File: config.mk
export PLATFORM = sky130hd
export DESIGN_NAME = fixed_slot_wait_queue_top
export DESIGN_NICKNAME = d
export VERILOG_FILES = /design/src/rtl/fswq_pkg.sv /design/src/rtl/fswq_front.sv /design/src/rtl/fswq_back.sv /design/src/rtl/fixed_slot_wait_queue_top.sv
export SDC_FILE = /design/constraint.sdc
export NUM_CORES = 1
export LEC_CHECK = 0
export BUFFER_PORTS_ARGS = -buffer_cell sky130_fd_sc_hd__buf_2
export CORE_MARGIN = 2
export CORE_UTILIZATION = 25
export CTS_BUF_LIST = sky130_fd_sc_hd__clkbuf_4 sky130_fd_sc_hd__clkbuf_8
export DETAILED_ROUTE_END_ITERATION = 12
export SLEW_MARGIN = 20
export SYNTH_ARGS = -nofsm -noshare
export SYNTH_HDL_FRONTEND = slang
export SYNTH_SLANG_ARGS = --single-unit
File: constraint.sdc
create_clock -name clock -period 2.8 [get_ports clock]
set_input_delay 0.28 -clock clock [delete_from_list [all_inputs] [get_ports clock]]
set_output_delay 0.28 -clock clock [all_outputs]
set_load 0.05 [all_outputs]
File: src/rtl/fswq_pkg.sv
package fswq_pkg;

   localparam int SLOTS = 32;
   localparam int ID_BITS = 8;
   localparam int SLOT_BITS = 5;
   localparam int COUNT_BITS = 6;
   localparam int OP_BITS = 2;
   localparam int STATUS_BITS = 2;
   localparam int QUEUE_DEPTH = 2;
   localparam int QUEUE_PTR_BITS = (QUEUE_DEPTH > 1) ? $clog2(QUEUE_DEPTH) : 1;
   localparam int QUEUE_CNT_BITS = $clog2(QUEUE_DEPTH + 1);

   localparam logic [OP_BITS-1:0] OP_ENQUEUE  = 2'd0;
   localparam logic [OP_BITS-1:0] OP_WAKE_ONE = 2'd1;
   localparam logic [OP_BITS-1:0] OP_WAKE_ALL = 2'd2;
   localparam logic [OP_BITS-1:0] OP_UNUSED   = 2'd3;

   localparam logic [STATUS_BITS-1:0] STAT_QUEUED  = 2'd0;
   localparam logic [STATUS_BITS-1:0] STAT_FULL    = 2'd1;
   localparam logic [STATUS_BITS-1:0] STAT_WOKEN   = 2'd2;
   localparam logic [STATUS_BITS-1:0] STAT_NOTHING = 2'd3;

   typedef struct packed {
      logic [OP_BITS-1:0] op;
      logic [ID_BITS-1:0] waiter_id;
   } cmd_type;

endpackage

File: src/rtl/fswq_front.sv
module fswq_front
   import fswq_pkg::*;
(
   input  logic               clock,
   input  logic               reset,
   input  logic               req_valid,
   output logic               req_stall,
   input  logic [OP_BITS-1:0] req_op,
   input  logic [7:0]         req_waiter_id,
   output logic               cmd_valid,
   output cmd_type            cmd,
   input  logic               cmd_pop
);

   cmd_type                   queue_ff [QUEUE_DEPTH];
   logic [QUEUE_PTR_BITS-1:0] wr_ptr_ff, wr_ptr_in;
   logic [QUEUE_PTR_BITS-1:0] rd_ptr_ff, rd_ptr_in;
   logic [QUEUE_CNT_BITS-1:0] count_ff, count_in;
   logic                      push;
   logic                      pop;
   cmd_type                   new_cmd;

   assign req_stall = (count_ff == QUEUE_CNT_BITS'(QUEUE_DEPTH));
   assign cmd_valid = (count_ff != '0);
   assign cmd       = queue_ff[rd_ptr_ff];

   // The unused operation code is taken and dropped without a result.
   assign push = req_valid && !req_stall && (req_op != OP_UNUSED);
   assign pop  = cmd_pop && cmd_valid;

   always_comb begin
      new_cmd.op        = req_op;
      new_cmd.waiter_id = req_waiter_id[ID_BITS-1:0];
      wr_ptr_in = wr_ptr_ff;
      rd_ptr_in = rd_ptr_ff;
      count_in  = count_ff;
      if (push) begin
         wr_ptr_in = (wr_ptr_ff == QUEUE_PTR_BITS'(QUEUE_DEPTH - 1)) ? '0 : wr_ptr_ff + 1'b1;
      end
      if (pop) begin
         rd_ptr_in = (rd_ptr_ff == QUEUE_PTR_BITS'(QUEUE_DEPTH - 1)) ? '0 : rd_ptr_ff + 1'b1;
      end
      if (push && !pop) begin
         count_in = count_ff + 1'b1;
      end else if (pop && !push) begin
         count_in = count_ff - 1'b1;
      end
   end

   always_ff @(posedge clock) begin
      if (reset) begin
         wr_ptr_ff <= '0;
         rd_ptr_ff <= '0;
         count_ff  <= '0;
      end else begin
         wr_ptr_ff <= wr_ptr_in;
         rd_ptr_ff <= rd_ptr_in;
         count_ff  <= count_in;
      end
   end

   always_ff @(posedge clock) begin
      if (push) begin
         queue_ff[wr_ptr_ff] <= new_cmd;
      end
   end

endmodule

File: src/rtl/fswq_back.sv
module fswq_back
   import fswq_pkg::*;
(
   input  logic                   clock,
   input  logic                   reset,
   input  logic                   cmd_valid,
   input  cmd_type                cmd,
   output logic                   cmd_pop,
   output logic                   rsp_valid,
   input  logic                   rsp_stall,
   output logic [STATUS_BITS-1:0] rsp_status,
   output logic [7:0]             rsp_woken_id,
   output logic [4:0]             rsp_slot_index,
   output logic [5:0]             rsp_waiting_count,
   output logic                   rsp_last
);

   localparam logic [1:0] ST_IDLE = 2'd0;
   localparam logic [1:0] ST_FIND = 2'd1;
   localparam logic [1:0] ST_EXEC = 2'd2;

   logic [1:0]             state_ff, state_in;
   logic [OP_BITS-1:0]     op_ff, op_in;
   logic [ID_BITS-1:0]     id_ff, id_in;
   logic [SLOT_BITS-1:0]   idx_ff, idx_in;
   logic                   found_ff, found_in;
   logic [SLOTS-1:0]       active_ff, active_in;
   logic [COUNT_BITS-1:0]  occupancy_ff, occupancy_in;
   logic [ID_BITS-1:0]     thread_ff [SLOTS];
   logic                   thread_we;

   logic                   rsp_valid_ff, rsp_valid_in;
   logic [STATUS_BITS-1:0] rsp_status_ff, rsp_status_in;
   logic [ID_BITS-1:0]     rsp_id_ff, rsp_id_in;
   logic [SLOT_BITS-1:0]   rsp_slot_ff, rsp_slot_in;
   logic [COUNT_BITS-1:0]  rsp_count_ff, rsp_count_in;
   logic                   rsp_last_ff, rsp_last_in;

   logic [SLOTS-1:0]       search_vec;
   logic [SLOT_BITS-1:0]   enc_idx;
   logic                   enc_found;
   logic                   out_free;
   logic                   load;

   assign rsp_valid         = rsp_valid_ff;
   assign rsp_status        = rsp_status_ff;
   assign rsp_woken_id      = rsp_id_ff;
   assign rsp_slot_index    = rsp_slot_ff;
   assign rsp_waiting_count = rsp_count_ff;
   assign rsp_last          = rsp_last_ff;

   assign out_free = !rsp_valid_ff || !rsp_stall;
   assign cmd_pop  = (state_ff == ST_IDLE) && cmd_valid;

   // Enqueue looks for the lowest free slot, the wake operations for the lowest busy one.
   assign search_vec = (op_ff == OP_ENQUEUE) ? ~active_ff : active_ff;

   always_comb begin
      enc_idx   = '0;
      enc_found = 1'b0;
      for (int i = SLOTS - 1; i >= 0; i--) begin
         if (search_vec[i]) begin
            enc_idx   = SLOT_BITS'(i);
            enc_found = 1'b1;
         end
      end
   end

   always_comb begin
      state_in      = state_ff;
      op_in         = op_ff;
      id_in         = id_ff;
      idx_in        = idx_ff;
      found_in      = found_ff;
      active_in     = active_ff;
      occupancy_in  = occupancy_ff;
      thread_we     = 1'b0;
      load          = 1'b0;
      rsp_status_in = rsp_status_ff;
      rsp_id_in     = rsp_id_ff;
      rsp_slot_in   = rsp_slot_ff;
      rsp_count_in  = rsp_count_ff;
      rsp_last_in   = rsp_last_ff;

      unique case (state_ff)
         ST_IDLE: begin
            if (cmd_valid) begin
               op_in    = cmd.op;
               id_in    = cmd.waiter_id;
               state_in = ST_FIND;
            end
         end
         ST_FIND: begin
            idx_in   = enc_idx;
            found_in = enc_found;
            state_in = ST_EXEC;
         end
         ST_EXEC: begin
            if (out_free) begin
               load        = 1'b1;
               rsp_id_in   = '0;
               rsp_slot_in = '0;
               rsp_last_in = 1'b1;
               state_in    = ST_IDLE;
               if (op_ff == OP_ENQUEUE) begin
                  if (found_ff) begin
                     thread_we         = 1'b1;
                     active_in[idx_ff] = 1'b1;
                     occupancy_in      = occupancy_ff + 1'b1;
                     rsp_status_in     = STAT_QUEUED;
                     rsp_slot_in       = idx_ff;
                  end else begin
                     rsp_status_in = STAT_FULL;
                  end
               end else if (found_ff) begin
                  active_in[idx_ff] = 1'b0;
                  occupancy_in      = occupancy_ff - 1'b1;
                  rsp_status_in     = STAT_WOKEN;
                  rsp_id_in         = thread_ff[idx_ff];
                  rsp_slot_in       = idx_ff;
                  if (op_ff == OP_WAKE_ALL && occupancy_ff != COUNT_BITS'(1)) begin
                     rsp_last_in = 1'b0;
                     state_in    = ST_FIND;
                  end
               end else begin
                  rsp_status_in = STAT_NOTHING;
               end
               rsp_count_in = occupancy_in;
            end
         end
         default: begin
            state_in = ST_IDLE;
         end
      endcase

      rsp_valid_in = load || (rsp_valid_ff && rsp_stall);
   end

   always_ff @(posedge clock) begin
      if (reset) begin
         state_ff     <= ST_IDLE;
         active_ff    <= '0;
         occupancy_ff <= '0;
         rsp_valid_ff <= 1'b0;
      end else begin
         state_ff     <= state_in;
         active_ff    <= active_in;
         occupancy_ff <= occupancy_in;
         rsp_valid_ff <= rsp_valid_in;
      end
   end

   always_ff @(posedge clock) begin
      op_ff         <= op_in;
      id_ff         <= id_in;
      idx_ff        <= idx_in;
      found_ff      <= found_in;
      rsp_status_ff <= rsp_status_in;
      rsp_id_ff     <= rsp_id_in;
      rsp_slot_ff   <= rsp_slot_in;
      rsp_count_ff  <= rsp_count_in;
      rsp_last_ff   <= rsp_last_in;
      if (thread_we) begin
         thread_ff[idx_ff] <= id_ff;
      end
   end

endmodule

File: src/rtl/fixed_slot_wait_queue_top.sv
// Channel   Direction  Handshake             Payload
// req_      in         req_valid, req_stall  req_op, req_waiter_id
// rsp_      out        rsp_valid, rsp_stall  rsp_status, rsp_woken_id, rsp_slot_index,
//                                            rsp_waiting_count, rsp_last
//
// An enqueue or wake-one passes through the queue pop, the slot search and the result
// register after its transfer; its result is held there while rsp_stall is high. A
// wake-all runs a priority search over the slot bits, then releases the slot, per thread.
// Reset clears every slot bit and the count.
// The command queue holds two items, so it takes up to two requests while a result is stalled.
module fixed_slot_wait_queue_top
   import fswq_pkg::*;
(
   input  logic                   clock,
   input  logic                   reset,
   input  logic                   req_valid,
   output logic                   req_stall,
   input  logic [OP_BITS-1:0]     req_op,
   input  logic [7:0]             req_waiter_id,
   output logic                   rsp_valid,
   input  logic                   rsp_stall,
   output logic [STATUS_BITS-1:0] rsp_status,
   output logic [7:0]             rsp_woken_id,
   output logic [4:0]             rsp_slot_index,
   output logic [5:0]             rsp_waiting_count,
   output logic                   rsp_last
);

   logic    cmd_valid;
   cmd_type cmd;
   logic    cmd_pop;

   fswq_front u_front (
      .clock         (clock),
      .reset         (reset),
      .req_valid     (req_valid),
      .req_stall     (req_stall),
      .req_op        (req_op),
      .req_waiter_id (req_waiter_id),
      .cmd_valid     (cmd_valid),
      .cmd           (cmd),
      .cmd_pop       (cmd_pop)
   );

   fswq_back u_back (
      .clock             (clock),
      .reset             (reset),
      .cmd_valid         (cmd_valid),
      .cmd               (cmd),
      .cmd_pop           (cmd_pop),
      .rsp_valid         (rsp_valid),
      .rsp_stall         (rsp_stall),
      .rsp_status        (rsp_status),
      .rsp_woken_id      (rsp_woken_id),
      .rsp_slot_index    (rsp_slot_index),
      .rsp_waiting_count (rsp_waiting_count),
      .rsp_last          (rsp_last)
   );

endmodule
* Word level (Yosys, flattened, before mapping) *
Memories as Yosys holds them, arrays and structs flattened. A register that Yosys moved wholly into a read port is not among the register bits.
Cells that the tools add are included.
W data, S select, Z words.

word-level totals
  register bits after elaboration = 65
  latch bits = 0
  bits in writable memories = 276
  bits in read-only memories = 0
  input bits = 14
  output and inout bits = 24
  logic and storage cells = 135
  memories = 2

cells by class
  add/subtract/negate cells = 6
  multipliers = 0
  div/mod/pow operators = 0
  magnitude comparators = 2
  equal/unequal tests = 8
  shift operators = 0
  muxes and demuxes = 65
  bitwise gates (word level) = 5
  reductions and logical operators = 30

memory list
  memory            words  width  rd ports  clocked after Yosys merged registers in  write ports  line              RTL
  u_back.thread_ff  32     8      1         1                                        1            fswq_back.sv:29   logic [ID_BITS-1:0] thread_ff [SLOTS];
  u_front.queue_ff  2      10     1         1                                        1            fswq_front.sv:15  cmd_type queue_ff [QUEUE_DEPTH];

operators by type and width
  operator               number
  $mux W32               4
  $mux W5                16
  $not A32 Y32           2
  $and A32 B32 Y32       1
  $mux W4                8
  $or A32 B32 Y32        1
  $reduce_or A31 Y1      1
  $mux W1                19
  $mux W2                9
  $mux W6                3
  $reduce_or A16 Y1      1
  $mux W3                4
  $logic_and A1 B1 Y1    9
  $reduce_or A8 Y1       1
  $add A6 B1 Y6 const B  1
  $eq A2 B2 Y1 const B   3
  $lt A5 B6 Y1 const B   1
  $ne A6 B1 Y1 const B   1
  $pmux W2 S3            1
  $reduce_and A2 Y1      3
  $sub A6 B1 Y6 const B  1
  $demux W1 S5           1
  $ge A5 B1 Y1 const B   1
  $logic_not A1 Y1       5
  other kinds (13)       19

* Longest topological paths before layout *
  depth after elaboration = 33
  depth in mapped cells = 10
  depth with buffers taken out = 8

* Hierarchy *
Synthesis repeated with hierarchy kept, for this count alone.

second synthesis, totals
  cells, all modules = 924
  area total of the unflattened synthesis = 14786.7 um^2

modules (own cells, without submodules)
  module      times used  cells an instance  area each (um^2)
  fswq_back   1           868                13824.5
  fswq_front  1           56                 962.2

* Worst setup path after synthesis *
Ideal clock, no wire load.

  kind = register to register
  start = reg u_back.rsp_valid_ff (netlist: u_back.rsp_valid)
  end = mem u_back.thread_ff[29][0], enable pin
  arrival time = 2.374 ns
  required time = 2.430 ns
  setup slack = 0.056 ns
  cell stages (with the launch flop) = 8
  period minus slack after synthesis = 2.744 ns
  cells stage by stage = dfxtp_1 nand2_1 nand2_1 inv_2 nand2_1 nor3b_2 nand2_1 nor2_1

between the ends
  longest elaborated chain between the ends = 6

RTL lines
  item                           line              RTL
  start: declaration             fswq_back.sv:32   logic rsp_valid_ff, rsp_valid_in;
  start signal: assignment       fswq_back.sv:149  rsp_valid_ff <= rsp_valid_in;
  $logic_not A1 Y1               fswq_back.sv:52   assign out_free = !rsp_valid_ff || !rsp_stall;
  $logic_or A1 B1 Y1             fswq_back.sv:52
  $mux W1                        fswq_back.sv:99   if (out_free) begin
  $mux W1                        fswq_back.sv:85   unique case (state_ff)
  $mux W1                        fswq_back.sv:163  if (thread_we) begin
  $mux W1 (not written as such)  fswq_back.sv:164  thread_ff[idx_ff] <= id_ff;
  end: declaration               fswq_back.sv:29

Every way passes these cells.

* Final worst setup path *
  start = reg u_back.state_ff[0]
  end = mem u_back.thread_ff[17][4], enable pin

between the ends
  longest elaborated chain between the ends = 4

RTL lines
  item                           line              RTL
  start: declaration             fswq_back.sv:22   logic [1:0] state_ff, state_in;
  start signal: assignment       fswq_back.sv:146  state_ff <= state_in;
  $eq A2 B2 Y1                   fswq_back.sv:85
  $mux W1                        fswq_back.sv:85
  $mux W1                        fswq_back.sv:163
  $mux W1 (not written as such)  fswq_back.sv:164

Every way passes these cells.

==> results.ini <==
[drt]
dr.pass1.iters=5
viasPerCell=4.58
drt.antenna.violating_nets=0
drt-met1-wl_um=14800
drcViolationCount=0
drt_iter0_drc=740
vias=8365
routed_wl_um=34100
route.met2.wl_um=16300
wl_met3_um=2160
post_drt_wl_per_cell_um=18.7
top_layer=met4

[pwr]
p_total_mw=14.6
max-vdd-ir-drop_uv=389
cellLeakagePower_nw=5.45
powerDensity_mw_per_mm2=854

[logic_synthesis]
synth-edff-count=314
avgSynthCellArea_um2=16.0
syn-instance-count=906
async_flop_share_pct=0
synth_flop_cell=edfxtp_1
syn_area_mm2=0.0145
yosysSeqAreaShare_pct=71.3
ys_types=62
yosysWarnings=0
syn_nets=924
ys_ff_latch=359

[layout]
final_cell_area_mm2=0.0171
final_util_pct=29.8
fin_nets=1035
mostFrequentLayoutCell=edfxtp_1
final_cell_mix=edfxtp_1 (314), mux4_2 (64), nor2_1 (56)
syn_to_final_growth_pct=18.1
layout-drive-gt1-share_pct=24.8
final_cells=1825

[sta]
hold_violations=0
slew_headroom_pct=39.2
clock_skew_ns=0.0244
setup_violations=0
fin_tns_setup_ns=0
slew_viol_final=0
period_share_pct=87.6
max_freq_mhz=408
tightestPinTransition_ns=0.913
rsz0062_at_grt=false
min_period_ns=2.45

[critical_path]
cp_max_fo=7
reg2reg_depth=8
arrival_ns=2.76
startpoint_type=flop
cp_cell_sequence=and2b_1 -> nand2_1 -> inv_2 -> nand2_1 -> nor3b_2 -> nand2_1 -> nor2_1 -> buf_4
crit_family=simple AND/OR/NAND/NOR gates
cp.depth=8
critPathMostFrequentCell=nand2_1
crit_type=reg -> reg
crit_required_ns=3.11
end_kind=flop
cp_num_buf_inv=2
critPathMaxStageDelay_ns=0.37
cp_slowest_cell=nand2_1

[clock_network]
cts_buffers=55
numClockSinks=359
cts_max_path_buffers=3
htree_num_levels=2
clockRootBuffer=clkbuf_8
cts_tree=done
path_clk_slew_ns=0.07
clk-insertion-delay-late_ns=0.61

[run_status]
status=finished clean

[floorplan]
core_mm2=0.0575
die_h_um=245
dieArea_mm2=0.0599
initial_utilization_pct=25.2
io_pins=38
num_rows=88
die_x_um=245

[place]
io_buffers=37
placedCellCount=1713
place_congestion=0.802
post_dp_cell_area_mm2=0.0159
dp_hpwl_um=21800

[global_routing]
grt_max_degree=69
antenna_found_initial=0
overflow=0
grt_pass1_vias=8568
grtUsageTotal_pct=11.4
grt_pass1_wl_um=52000

[flow_run]
drv_cap=0

[hold_path]
whs_path_depth=5
hold_class=in -> reg

-- sequential cells by signal (all words and copies together), names as in the netlist, 5 cells and up, named ones only --
name and flops:
u_back.rsp_woken_id 8, u_front.queue_ff 20, u_back.rsp_slot_index 5, u_back.occupancy_ff 6, u_back.thread_ff 256, u_back.idx_ff 5
u_back.id_ff 8, u_back.rsp_waiting_count 6
-- power breakdown --
| part | switching, mW | total (mW) | internal, mW |
|---|---|---|---|
| Combinational | 2.20 | 3.40 | 1.20 |
| Sequential | 0.216 | 6.86 | 6.64 |
| Clock | 1.97 | 4.35 | 2.38 |
-- synthesized netlist by cell type (4+ instances only) --
| cell type | count | share of area, % |
|---|---|---|
| and3_1 | 4 | 0.17 |
| nor3_1 | 14 | 0.48 |
| xor2_1 | 4 | 0.24 |
| nand2b_1 | 4 | 0.17 |
| xnor2_1 | 10 | 0.60 |
| a22oi_1 | 17 | 0.88 |
| o21ai_0 | 45 | 1.6 |
| nor4_1 | 4 | 0.17 |
| a31oi_1 | 11 | 0.47 |
| a21oi_1 | 52 | 1.8 |
| ha_1 | 4 | 0.35 |
| nand3_1 | 38 | 1.3 |
| and2_1 | 7 | 0.30 |
| mux2_2 | 10 | 0.78 |
| a22o_1 | 9 | 0.54 |
| nor2b_1 | 6 | 0.26 |
| mux4_2 | 64 | 9.9 |
| nand2_1 | 37 | 0.96 |
| inv_1 | 17 | 0.44 |
| clkbuf_1 | 32 | 0.83 |
| or3_1 | 14 | 0.60 |
| a221oi_1 | 9 | 0.54 |
| nor2_1 | 57 | 1.5 |
| edfxtp_1 | 314 | 65 |
| buf_2 | 16 | 0.55 |
| dfxtp_1 | 45 | 6.2 |
| nand4_1 | 7 | 0.30 |
-- layout make-up --
class / count / area, µm²
inverters: 18 / 67.6
flip-flops and latches: 359 / 10300
diodes: 1 / 2.50
clock inverters: 24 / 191
fillers: 5705 / 40400
multi-input cells: 476 / 3870
well taps: 765 / 957
repair buffers: 107 / 779
clock buffers: 75 / 907
-- logic make-up after synthesis --
logic type	Yosys count	synth area share [%]
AOI/OAI and AO/OA	168	7.17
xor gates and xnor gates	14	0.846
and+or+nand+nor	214	7.46
muxes	76	10.9
adders and majority gates	4	0.345
buffers and inverters	71	2.03
DFF	359	71.3
-- worst reg2reg max path, stage by stage (launching register included) --
cell and delay (ns):
dfxtp_1 0.33, and2b_1 0.23, nand2_1 0.20, inv_2 0.11, nand2_1 0.15, nor3b_2 0.31
nand2_1 0.37, nor2_1 0.27, buf_4 0.19
-- layer usage --
| layer | global-route usage, % | vias to the layer above |
|---|---|---|
| li1 | - | 3814 |
| met1 | 14.7 | 4238 |
| met2 | 18.6 | 264 |
| met3 | 2.82 | 49 |
| met4 | 3.75 | 0 |
| met5 | 0 | - |
-- through the flow --
step	worst slack (ns)	hold slack, ns
2_1_floorplan	0.0558	0.379
3_3_place_gp	0.322	0.471
3_5_place_dp	0.336	0.473
4_1_cts	0.346	0.0763
5_1_grt	0.190	0.170
6_report	0.348	0.122
-- final timing paths --
path,end,slack (ns),from
setup / recovery,u_back.thread_ff[17][4]$_DFFE_PP_,0.35,u_back.state_ff[0]$_SDFFE_PP0P_
hold / removal,u_front.wr_ptr_ff$_SDFFE_PP0P_,0.12,req_valid
setup reg to reg,u_back.thread_ff[17][4]$_DFFE_PP_,0.35,u_back.state_ff[0]$_SDFFE_PP0P_
hold reg to reg,u_back.occupancy_ff[5]$_SDFFE_PP0P_,0.50,u_back.occupancy_ff[5]$_SDFFE_PP0P_
-- what timing repair did --
action / 4_1_cts / 5_1_grt
gates resized for setup: 0 / 0
hold buffers: 11 / 0
setup buffers: 0 / 0
endpoints found under the hold margin: 23 / 0
(Power assumes the default switching activity.)
